[src/hdl/jfd_pkg.sv]
// ----------------------------------------------------------------------------
// jfd_pkg
// Shared types and constants for the serial frame deframer.
// ----------------------------------------------------------------------------
package jfd_pkg;

  localparam int BYTE_W  = 8;
  localparam int TDATA_W = 32;

  localparam logic [BYTE_W-1:0] SYNC_RESET   = 8'hE0;
  localparam logic [BYTE_W-1:0] ESCAPE_RESET = 8'hD0;

  // Configuration register indexes.
  typedef enum logic [0:0] {
    REG_SYNC   = 1'b0,
    REG_ESCAPE = 1'b1
  } reg_index_t;

  // Result kinds carried on tuser.
  typedef enum logic [0:0] {
    KIND_PAYLOAD   = 1'b0,
    KIND_FRAME_END = 1'b1
  } kind_t;

  typedef enum logic [2:0] {
    PH_HUNT = 3'd0,
    PH_ADDR = 3'd1,
    PH_LEN  = 3'd2,
    PH_DATA = 3'd3,
    PH_SUM  = 3'd4
  } phase_t;

  // Decoded byte handed from the escape decoder to the framer.
  typedef struct packed {
    logic              valid;
    logic [BYTE_W-1:0] value;
  } dec_t;

  typedef struct packed {
    kind_t             kind;
    logic [BYTE_W-1:0] data_byte;
    logic [BYTE_W-1:0] frame_address;
    logic [BYTE_W-1:0] byte_index;
    logic              checksum_ok;
  } result_t;

endpackage

[src/hdl/jvs_frame_deframer_unit.sv]
// ----------------------------------------------------------------------------
// jvs_frame_deframer_unit
// Deframes an escaped serial byte stream into payload bytes and frame ends.
// ----------------------------------------------------------------------------
// One raw byte is taken per cycle whenever s_tready is high; each non-escape
// byte is decoded and advances the frame state in the cycle it is accepted,
// so the block sustains one byte per clock while s_tready is high. Each
// payload or checksum byte makes one master request, queued in a two-entry
// buffer; s_tready drops only while both entries wait on m_tready. Escape
// and header bytes produce nothing. The user must set sync and escape values
// via the cfg port only while the stream is idle; the block does not enforce it.
module jvs_frame_deframer_unit (
  input  logic                        clk,
  input  logic                        rst,
  input  logic                        cfg_we,
  input  logic [0:0]                  cfg_index,
  input  logic [jfd_pkg::BYTE_W-1:0]  cfg_data,
  input  logic                        s_tvalid,
  output logic                        s_tready,
  input  logic [7:0]                  s_tdata,  // [7:0] rx_byte
  output logic                        m_tvalid,
  input  logic                        m_tready,
  output logic [jfd_pkg::TDATA_W-1:0] m_tdata,  // [7:0] data_byte,
                                                // [15:8] frame_address,
                                                // [23:16] byte_index,
                                                // [24] checksum_ok, rest zero
  output logic                        m_tuser   // [0] result_kind
);

  logic [jfd_pkg::BYTE_W-1:0] sync_byte;
  logic [jfd_pkg::BYTE_W-1:0] escape_byte;
  logic                       accept;
  jfd_pkg::dec_t              dec;
  logic                       res_valid;
  jfd_pkg::result_t           res;
  jfd_pkg::result_t           head_res;

  always_ff @(posedge clk) begin
    if (rst) begin
      sync_byte   <= jfd_pkg::SYNC_RESET;
      escape_byte <= jfd_pkg::ESCAPE_RESET;
    end else if (cfg_we) begin
      case (jfd_pkg::reg_index_t'(cfg_index))
        jfd_pkg::REG_SYNC:   sync_byte   <= cfg_data;
        jfd_pkg::REG_ESCAPE: escape_byte <= cfg_data;
        default:             sync_byte   <= sync_byte;
      endcase
    end
  end

  assign accept = s_tvalid && s_tready;

  jfd_escape_decoder u_decoder (
    .clk         (clk),
    .rst         (rst),
    .accept      (accept),
    .rx_byte     (s_tdata),
    .escape_byte (escape_byte),
    .dec         (dec)
  );

  jfd_framer u_framer (
    .clk       (clk),
    .rst       (rst),
    .accept    (accept),
    .dec       (dec),
    .sync_byte (sync_byte),
    .res_valid (res_valid),
    .res       (res)
  );

  jfd_out_queue u_queue (
    .clk      (clk),
    .rst      (rst),
    .push     (res_valid),
    .push_res (res),
    .space    (s_tready),
    .m_tvalid (m_tvalid),
    .m_tready (m_tready),
    .head_res (head_res)
  );

  assign m_tuser = head_res.kind;
  assign m_tdata = {7'd0, head_res.checksum_ok, head_res.byte_index,
                    head_res.frame_address, head_res.data_byte};

endmodule

[src/hdl/jfd_escape_decoder.sv]
// ----------------------------------------------------------------------------
// jfd_escape_decoder
// Removes escape bytes and adds one to the byte that follows each of them.
// ----------------------------------------------------------------------------
module jfd_escape_decoder (
  input  logic                       clk,
  input  logic                       rst,
  input  logic                       accept,
  input  logic [jfd_pkg::BYTE_W-1:0] rx_byte,
  input  logic [jfd_pkg::BYTE_W-1:0] escape_byte,
  output jfd_pkg::dec_t              dec
);

  logic escape_pending;
  logic escape_pending_next;

  always_comb begin
    dec.valid = escape_pending || (rx_byte != escape_byte);
    dec.value = escape_pending ? (rx_byte + jfd_pkg::BYTE_W'(1)) : rx_byte;
    escape_pending_next = !escape_pending && (rx_byte == escape_byte);
  end

  always_ff @(posedge clk) begin
    if (rst) begin
      escape_pending <= 1'b0;
    end else if (accept) begin
      escape_pending <= escape_pending_next;
    end
  end

endmodule

[src/hdl/jfd_framer.sv]
// ----------------------------------------------------------------------------
// jfd_framer
// Frame state machine: sync hunt, address, length, payload and checksum.
// ----------------------------------------------------------------------------
module jfd_framer (
  input  logic                       clk,
  input  logic                       rst,
  input  logic                       accept,
  input  jfd_pkg::dec_t              dec,
  input  logic [jfd_pkg::BYTE_W-1:0] sync_byte,
  output logic                       res_valid,
  output jfd_pkg::result_t           res
);

  jfd_pkg::phase_t           phase;
  jfd_pkg::phase_t           phase_next;
  logic [jfd_pkg::BYTE_W-1:0] address_hold;
  logic [jfd_pkg::BYTE_W-1:0] bytes_left;
  logic [jfd_pkg::BYTE_W-1:0] payload_position;
  logic [jfd_pkg::BYTE_W-1:0] running_sum;
  logic [jfd_pkg::BYTE_W-1:0] sum_plus;
  logic                       step;

  assign step     = accept && dec.valid;
  assign sum_plus = running_sum + dec.value;

  always_comb begin
    case (phase)
      jfd_pkg::PH_ADDR: phase_next = jfd_pkg::PH_LEN;
      // A length of one means an empty payload.
      jfd_pkg::PH_LEN:  phase_next = (dec.value != jfd_pkg::BYTE_W'(1)) ?
                                     jfd_pkg::PH_DATA : jfd_pkg::PH_SUM;
      jfd_pkg::PH_DATA: phase_next = (bytes_left == jfd_pkg::BYTE_W'(1)) ?
                                     jfd_pkg::PH_SUM : jfd_pkg::PH_DATA;
      jfd_pkg::PH_SUM:  phase_next = jfd_pkg::PH_HUNT;
      default:          phase_next = (dec.value == sync_byte) ?
                                     jfd_pkg::PH_ADDR : jfd_pkg::PH_HUNT;
    endcase
  end

  always_comb begin
    res_valid         = 1'b0;
    res.kind          = jfd_pkg::KIND_PAYLOAD;
    res.data_byte     = dec.value;
    res.frame_address = address_hold;
    res.byte_index    = payload_position;
    res.checksum_ok   = 1'b0;
    case (phase)
      jfd_pkg::PH_DATA: begin
        res_valid = step;
      end
      jfd_pkg::PH_SUM: begin
        res_valid       = step;
        res.kind        = jfd_pkg::KIND_FRAME_END;
        res.data_byte   = '0;
        res.checksum_ok = (dec.value == running_sum);
      end
      default: begin
        res_valid = 1'b0;
      end
    endcase
  end

  always_ff @(posedge clk) begin
    if (rst) begin
      phase <= jfd_pkg::PH_HUNT;
    end else if (step) begin
      phase <= phase_next;
    end
  end

  always_ff @(posedge clk) begin
    if (rst) begin
      address_hold     <= '0;
      bytes_left       <= '0;
      payload_position <= '0;
      running_sum      <= '0;
    end else if (step) begin
      case (phase)
        jfd_pkg::PH_ADDR: begin
          address_hold <= dec.value;
          running_sum  <= dec.value;
        end
        jfd_pkg::PH_LEN: begin
          running_sum      <= sum_plus;
          bytes_left       <= dec.value - jfd_pkg::BYTE_W'(1);
          payload_position <= '0;
        end
        jfd_pkg::PH_DATA: begin
          running_sum      <= sum_plus;
          bytes_left       <= bytes_left - jfd_pkg::BYTE_W'(1);
          payload_position <= payload_position + jfd_pkg::BYTE_W'(1);
        end
        default: begin
          running_sum <= running_sum;
        end
      endcase
    end
  end

endmodule

[src/hdl/jfd_out_queue.sv]
// ----------------------------------------------------------------------------
// jfd_out_queue
// Two-entry result queue that decouples the output stall from input ready.
// ----------------------------------------------------------------------------
module jfd_out_queue (
  input  logic             clk,
  input  logic             rst,
  input  logic             push,
  input  jfd_pkg::result_t push_res,
  output logic             space,
  output logic             m_tvalid,
  input  logic             m_tready,
  output jfd_pkg::result_t head_res
);

  jfd_pkg::result_t entries [2];
  logic             wr_ptr;
  logic             rd_ptr;
  logic [1:0]       count;
  logic             pop;

  assign pop      = m_tvalid && m_tready;
  assign m_tvalid = (count != 2'd0);
  // Ready depends only on the fill level, so no path runs from m_tready.
  assign space    = (count != 2'd2);
  assign head_res = entries[rd_ptr];

  always_ff @(posedge clk) begin
    if (push) begin
      entries[wr_ptr] <= push_res;
    end
  end

  always_ff @(posedge clk) begin
    if (rst) begin
      wr_ptr <= 1'b0;
      rd_ptr <= 1'b0;
      count  <= 2'd0;
    end else begin
      if (push) begin
        wr_ptr <= !wr_ptr;
      end
      if (pop) begin
        rd_ptr <= !rd_ptr;
      end
      count <= count + 2'(push) - 2'(pop);
    end
  end

endmodule

[config.mk]
export PLATFORM = sky130hd
export DESIGN_NAME = jvs_frame_deframer_unit
export DESIGN_NICKNAME = d
export VERILOG_FILES = /design/src/hdl/jfd_pkg.sv /design/src/hdl/jvs_frame_deframer_unit.sv /design/src/hdl/jfd_escape_decoder.sv /design/src/hdl/jfd_framer.sv /design/src/hdl/jfd_out_queue.sv
export SDC_FILE = /design/constraint.sdc
export NUM_CORES = 1
export LEC_CHECK = 0
export BUFFER_PORTS_ARGS = -buffer_cell sky130_fd_sc_hd__buf_2
export CAP_MARGIN = 20
export CORE_MARGIN = 2
export CORE_UTILIZATION = 30
export DETAILED_ROUTE_END_ITERATION = 10
export SLEW_MARGIN = 40
export SYNTH_ARGS = -nofsm -noshare
export SYNTH_HDL_FRONTEND = slang
export SYNTH_SLANG_ARGS = --single-unit
[constraint.sdc]
create_clock -name clk -period 3.22 [get_ports clk]
set_input_delay 0.322 -clock clk [delete_from_list [all_inputs] [get_ports clk]]
set_output_delay 0.322 -clock clk [all_outputs]
set_load 0.1 [all_outputs]
# Word level (Yosys, flattened, before mapping)
# Memories as Yosys holds them, arrays and structs flattened. A register that Yosys moved wholly into a read port is not among the register bits.
# Cells that the tools add are included.
[op_classes] mux=15 eq_ne=11 add_sub_neg=7 n_bitwise=1 n_reduce_logical=18
[ops] op="8-bit case mux with 2 select lines" count=3
[ops] op="8-bit == test" count=3
[ops] op="8-bit by 1-bit adder with 8-bit output (second input constant)" count=2
[ops] op="8-bit by 1-bit subtractor with 8-bit output (second input constant)" count=2
[ops] op="3-bit case mux with 4 select lines" count=1
[ops] op="2-bit AND reduction" count=5
[ops] op="9-bit 2-to-1 mux" count=1
[ops] op="8-bit adder" count=1
[ops] op="8-bit by 1-bit == test with 1-bit output (second input constant)" count=1
[ops] op="8-bit 2-to-1 mux" count=1
[ops] op="8-bit by 1-bit inequality test with 1-bit output (second input constant)" count=1
[ops] op="8-bit inequality test" count=1
[ops] op="1-bit 2-to-1 mux" count=7
[ops] op="3-bit by 2-bit == test with 1-bit output (second input constant)" count=2
[ops] op="3-bit 2-to-1 mux" count=2
[ops] op="2-bit nonzero test" count=3
[ops] op="1-bit logical AND" count=4
[ops] op="2-bit OR reduction" count=2
[ops] op="3-bit by 1-bit == test with 1-bit output (second input constant)" count=1
[ops] op="3-bit == test (second input constant)" count=1
[ops] op="1-bit zero test" count=3
[ops] op="2-bit by 1-bit adder with 2-bit output" count=1
[ops] op="2-bit inequality test (second input constant)" count=1
[ops] op="2-bit by 1-bit subtractor with 2-bit output" count=1
[ops] op="other kinds (2)" count=2
[word_totals] elab_cells=64 input_bits=22 mem_bits_rw=52 out_inout_bits=35 register_bits=56 mem_count=1
[mem_list] memory="u_queue.entries" words=2 word_bits=26 read_ports=1 rd_ports_with_merged_regs=1 wr=1 line="jfd_out_queue.sv:16" text="jfd_pkg::result_t entries [2];"

# Longest topological paths before layout
[logic_depth] word_depth=6 ltp_mapped=12 depth_no_buf=12

# By module
# From an unflattened synthesis, not the netlist that was laid out.
[hier_totals] cells_unflattened=506 hier_area_um2=5521.5
[modules_own_cells] module="jfd_framer" cells_each=295 seq_area_each_um2=700.7 area_per_inst_um2=2381.0 instances=1
[modules_own_cells] module="jfd_out_queue" cells_each=104 seq_area_each_um2=1661.6 area_per_inst_um2=2132.0 instances=1
[modules_own_cells] module="jvs_frame_deframer_unit" cells_each=74 seq_area_each_um2=320.3 area_per_inst_um2=742.0 instances=1
[modules_own_cells] module="jfd_escape_decoder" cells_each=33 seq_area_each_um2=20.0 area_per_inst_um2=266.5 instances=1

# Worst setup path after synthesis
# Ideal clock, no wire load.
[synth_path] kind="register -> register" startpoint="register u_queue.count[0]" endpoint="memory u_queue.entries[0][0] (netlist bit) (enable)" slack_ps=-646 synth_period_minus_slack_ps=3866 setup_time_ps=442 path_stages_with_launch=4 arrival_ps=3425 n_path_buf=0 path_cell_list="dfxtp_1 nand2b_1 o311ai_4 nor3_1"
[synth_via] elab_chain_cells=6
[synth_lines] element="start: declaration" line="jfd_out_queue.sv:19" text="logic [1:0] count;"
[synth_lines] element="start signal: assignment" line="jfd_out_queue.sv:46" text="count <= count + 2'(push) - 2'(pop);"
[synth_lines] element="2-bit inequality test" line="jfd_out_queue.sv:25" text="assign space = (count != 2'd2);"
[synth_lines] element="via s_tready" line="jvs_frame_deframer_unit.sv:19" text="output logic s_tready,"
[synth_lines] element="1-bit logical AND" line="jvs_frame_deframer_unit.sv:51" text="assign accept = s_tvalid && s_tready;"
[synth_lines] element="1-bit logical AND" line="jfd_framer.sv:24" text="assign step = accept && dec.valid;"
[synth_lines] element="1-bit 2-to-1 mux" line="jfd_framer.sv:48" text="case (phase)"
[synth_lines] element="1-bit 2-to-1 mux" line="jfd_out_queue.sv:29" text="if (push) begin"
[synth_lines] element="1-bit 2-to-1 mux (implied by the code)" line="jfd_out_queue.sv:30" text="entries[wr_ptr] <= push_res;"
[synth_lines] element="end: declaration" line="jfd_out_queue.sv:16"
# The timed path passes the listed nets, and every way through them passes these cells.

# Worst setup path after layout
[layout_path] startpoint="register u_decoder.escape_pending" endpoint="register u_framer.running_sum[6] (netlist bit)"
[layout_via] elab_chain_cells=3 elab_cells_between_ends=6 classes_between="add/sub: 1; mux: 2; reduce/logical: 3"
[layout_lines] element="start: declaration" line="jfd_escape_decoder.sv:14" text="logic escape_pending;"
[layout_lines] element="start signal: assignment" line="jfd_escape_decoder.sv:27" text="escape_pending <= escape_pending_next;"
[layout_lines] element="8-bit 2-to-1 mux or 1-bit logical OR (tied branches)" line="jfd_escape_decoder.sv:19, jfd_escape_decoder.sv:18"
[layout_lines] element="8-bit adder or 1-bit logical AND (tied branches)" line="jfd_framer.sv:25, jfd_framer.sv:24"
[layout_lines] element="8-bit case mux with 2 select lines or 2-bit AND reduction (tied branches)"
[layout_lines] element="end signal: assignment" line="jfd_framer.sv:82" text="running_sum <= dec.value;"
[layout_lines] element="end signal: assignment" line="jfd_framer.sv:85" text="running_sum <= sum_plus;"
[layout_lines] element="end signal: assignment" line="jfd_framer.sv:90" text="running_sum <= sum_plus;"
[layout_lines] element="end: declaration" line="jfd_framer.sv:20" text="logic [jfd_pkg::BYTE_W-1:0] running_sum;"
# Parallel ways exist; a longest one is shown, timed or not.
# A chain may end at the register's enable or synchronous reset.

==> flow_metrics.py <==
metrics = {
    "cells_and_area": {
        "drive_above_1_share_pct": 21.0,
        "syn_to_final_growth_pct": 13.7,
        "final_cells": 806,
        "seqCellArea_sq_mm": 0.00270,
        "fill_cells": 1851,
        "antenna_cells": 0,
        "final_nets": 612,
        "multi_input_area_sq_mm": 0.00261,
        "final_core_util_pct": 35.0,
    },
    "route": {
        "vias": 3968,
        "wl_per_cell_microns": 14.8,
        "routed_wl_mm": 11.9,
        "drt-pass1-iter-count": 4,
        "viasPerCell": 4.92,
        "drt_iter0_drc": 283,
        "drcViolationCount": 0,
        "drt.antenna.violating_nets": 0,
    },
    "synth": {
        "synth_edf_count": 52,
        "netlist_instances": 531,
        "synth_cell_type_count": 64,
        "synth-compound-area-share_pct": 10.4,
        "synth_area_leaders": "edfxtp_1 28%, dfxtp_1 21%, mux2_2 5.5%, nor2_1 4.0%, ha_1 3.8%",
        "yosysMostFrequentCell": "nor2_1",
        "synth-seq-cells": 109,
        "netlist_area_sq_mm": 0.00555,
        "synthAdderAreaFrac_pct": 4.20,
        "yosysTopAreaCell": "edfxtp_1",
        "muxShareOfSynthArea_pct": 6.56,
        "synth_top_family_by_area": "simple AND/OR/NAND/NOR gates",
        "ys_warn_count": 0,
        "synth_top_area_share_pct": 28.2,
        "synthXorXnorAreaFrac_pct": 7.49,
        "yosys.area_share.simple_pct": 17.6,
        "synth-main-ff-cell": "dfxtp_1",
        "yosysSeqAreaShare_pct": 48.7,
        "synth_common_cells": "59 x nor2_1, 57 x dfxtp_1, 52 x edfxtp_1, 46 x nand2_1, 30 x a21oi_1",
        "syn_avg_cell_area_sq_um": 10.4,
        "synth-async-reset-ratio_pct": 0,
    },
    "clock_network": {
        "cts_tree": "built",
        "cts_resized": 0,
        "cts_made_buffers": 9,
        "clk_latency_ns": 0.35,
        "path_clk_slew_ns": 0.08,
        "clk_path_buf_depth": 2,
        "cts_hold_buf": 0,
        "clock_sinks": 109,
        "cts-root-buf": "clkbuf_16",
        "htreeDepth": 3,
        "post-cts-setup-buffer-count": 0,
    },
    "worst_setup_path": {
        "cp-end-kind": "flip-flop",
        "r2r-start": "u_decoder.escape_pending",
        "critPathArrivalTime_ns": 3.11,
        "reg2reg_depth": 8,
        "timing.rr.end": "u_framer.running_sum[6]",
        "worst_ep_required_time_ns": 3.49,
        "reg2reg_slack_ns": 0.39,
        "path_class": "reg -> reg",
        "crit_fanout": 11,
        "crit_path_start_kind": "flip-flop",
    },
    "power_and_ir_drop": {
        "power.leakage_uw": 0.00229,
        "max-vdd-ir-drop_mv": 0.465,
        "p_per_area_mw_per_mm2": 622,
    },
    "floorplan": {
        "start_util_pct": 30.8,
        "num_rows": 49,
        "dieHeight_microns": 140,
        "die_x_microns": 140,
        "core-area_sq_mm": 0.0180,
        "die_area_sq_mm": 0.0196,
        "ios": 57,
    },
    "sta": {
        "maxSlewViolCount": 0,
        "min_period_ns": 2.83,
        "setup_ws_ns": 0.385,
        "hold_viol_final": 0,
        "worst_pin_slew_ns": 0.777,
        "finalSetupTns_ns": 0,
        "hold_slack_ns": 0.203,
        "max_slew_margin_pct": 47.8,
        "fmax_mhz": 353,
        "skew_ns": 0.00829,
        "fin_crit_sh_pct": 88.0,
        "setup_viol": 0,
        "rsz0062_at_grt": "no",
    },
    "worst_hold_path": {
        "holdPathEnd": "escape_byte[7]",
        "holdPathStages": 3,
        "hp-start": "cfg_data[7]",
        "hp-class": "in -> reg",
    },
    "run": {
        "max_cap_viol_count": 0,
    },
    "grt": {
        "grt_pass1_wl_mm": 19.6,
        "grt_max_degree": 37,
        "overflow": 0,
        "track_usage_pct": 12.5,
        "grt_pass1_vias": 3921,
        "antenna_found_initial": 0,
    },
    "placed_design": {
        "dp_hpwl_mm": 8.55,
        "port_buffers": 49,
        "gp_congestion": 0.895,
        "pre_cts_slack_ns": 0.157,
        "place_inst": 790,
    },
    "status": {
        "status": "completed",
    },
}
-- metal layers --
layer / track usage (%) / wire, microns / vias to the layer above / share of wire [%]
li1: - / - / 1965 / -
met1: 16.7 / 5490 / 1875 / 46
met2: 19.8 / 5560 / 107 / 47
met3: 3.11 / 646 / 21 / 5.4
met4: 4.32 / 239 / 0 / 2.0
met5: 0 / 0 / - / 0
-- cell usage in the layout, fill, tap and decap left out, types with 11 or more instances in the layout --
master	instances
xnor2_1	24
xor2_1	14
inv_1	17
dfxtp_1	57
nand2_1	46
edfxtp_1	52
a21oi_1	30
nor3_1	12
o21ai_0	16
buf_4	11
nor2_1	59
mux2_2	27
buf_2	49
ha_1	17
-- logic make-up (layout without fill, tap and decap cells) --
| family | count (synthesis) | in the layout |
|---|---|---|
| AND/OR/NAND/NOR | 189 | 189 |
| buffers and inverters | 53 | 93 |
| adder cells (fa/ha/maj) | 18 | 18 |
| other | 1 | 7 |
| XOR/XNOR | 42 | 42 |
| flip-flops | 109 | 109 |
| multiplexers | 33 | 33 |
| AO/OA/AOI/OAI | 86 | 86 |
-- per-stage QoR --
step           power [uW]  area (sq um)
2_1_floorplan        2610          5570
3_3_place_gp         2780          5980
3_5_place_dp         2790          5980
4_1_cts              3960          6300
5_1_grt              4090          6310
6_report             3920          6310
-- flip-flops by register name, indices dropped and copies added, names as in the netlist, 3 cells and up, named ones only --
| signal | count |
|---|---|
| escape_byte | 8 |
| sync_byte | 8 |
| u_framer.address_hold | 8 |
| u_framer.bytes_left | 8 |
| u_framer.payload_position | 8 |
| u_framer.phase | 3 |
| u_framer.running_sum | 8 |
| u_queue.entries | 52 |
-- how the worst max path moves through the flow --
stage / startpoint / end / slack, ns / cells after the start
6_report: u_decoder.escape_pending / u_framer.running_sum[6] / 0.39 / 8
4_1_cts: u_decoder.escape_pending / u_framer.running_sum[7] / 0.30 / 9
3_5_place_dp: s_tdata[0] / u_framer.running_sum[7] / 0.16 / 11
3_3_place_gp: s_tdata[0] / u_framer.running_sum[7] / 0.31 / 11
2_1_floorplan: u_queue.count[0] / u_queue.entries[0][0] / 0.15 / 3
5_1_grt: u_decoder.escape_pending / u_framer.running_sum[6] / 0.17 / 8
-- power by group --
group	total [uW]	internal [uW]	switching [uW]	leakage, uW
Clock	1160	639	526	0.000149
Combinational	1220	294	922	0.00120
Sequential	1540	1500	41.2	0.000941
Total	3920	2430	1490	0.00229
-- worst max-delay path: stages, from the launching register on --
cell	delay [ns]
dfxtp_1	0.60
nand4_1	0.17
nor2_1	0.30
xnor2_1	0.26
inv_1	0.14
ha_1	0.37
or4b_1	0.54
and3_1	0.16
a211oi_1	0.21
-- cell type report --
type,instances,share of cell area (%)
repair buffers,60,5.20
well taps,229,4.54
clock buffers,10,3.79
multi-input cells,375,41.4
flip-flops and latches,109,42.9
clock inverters,6,1.21
inverters,17,1.01
No activity file was read; power rests on OpenSTA's default activity.
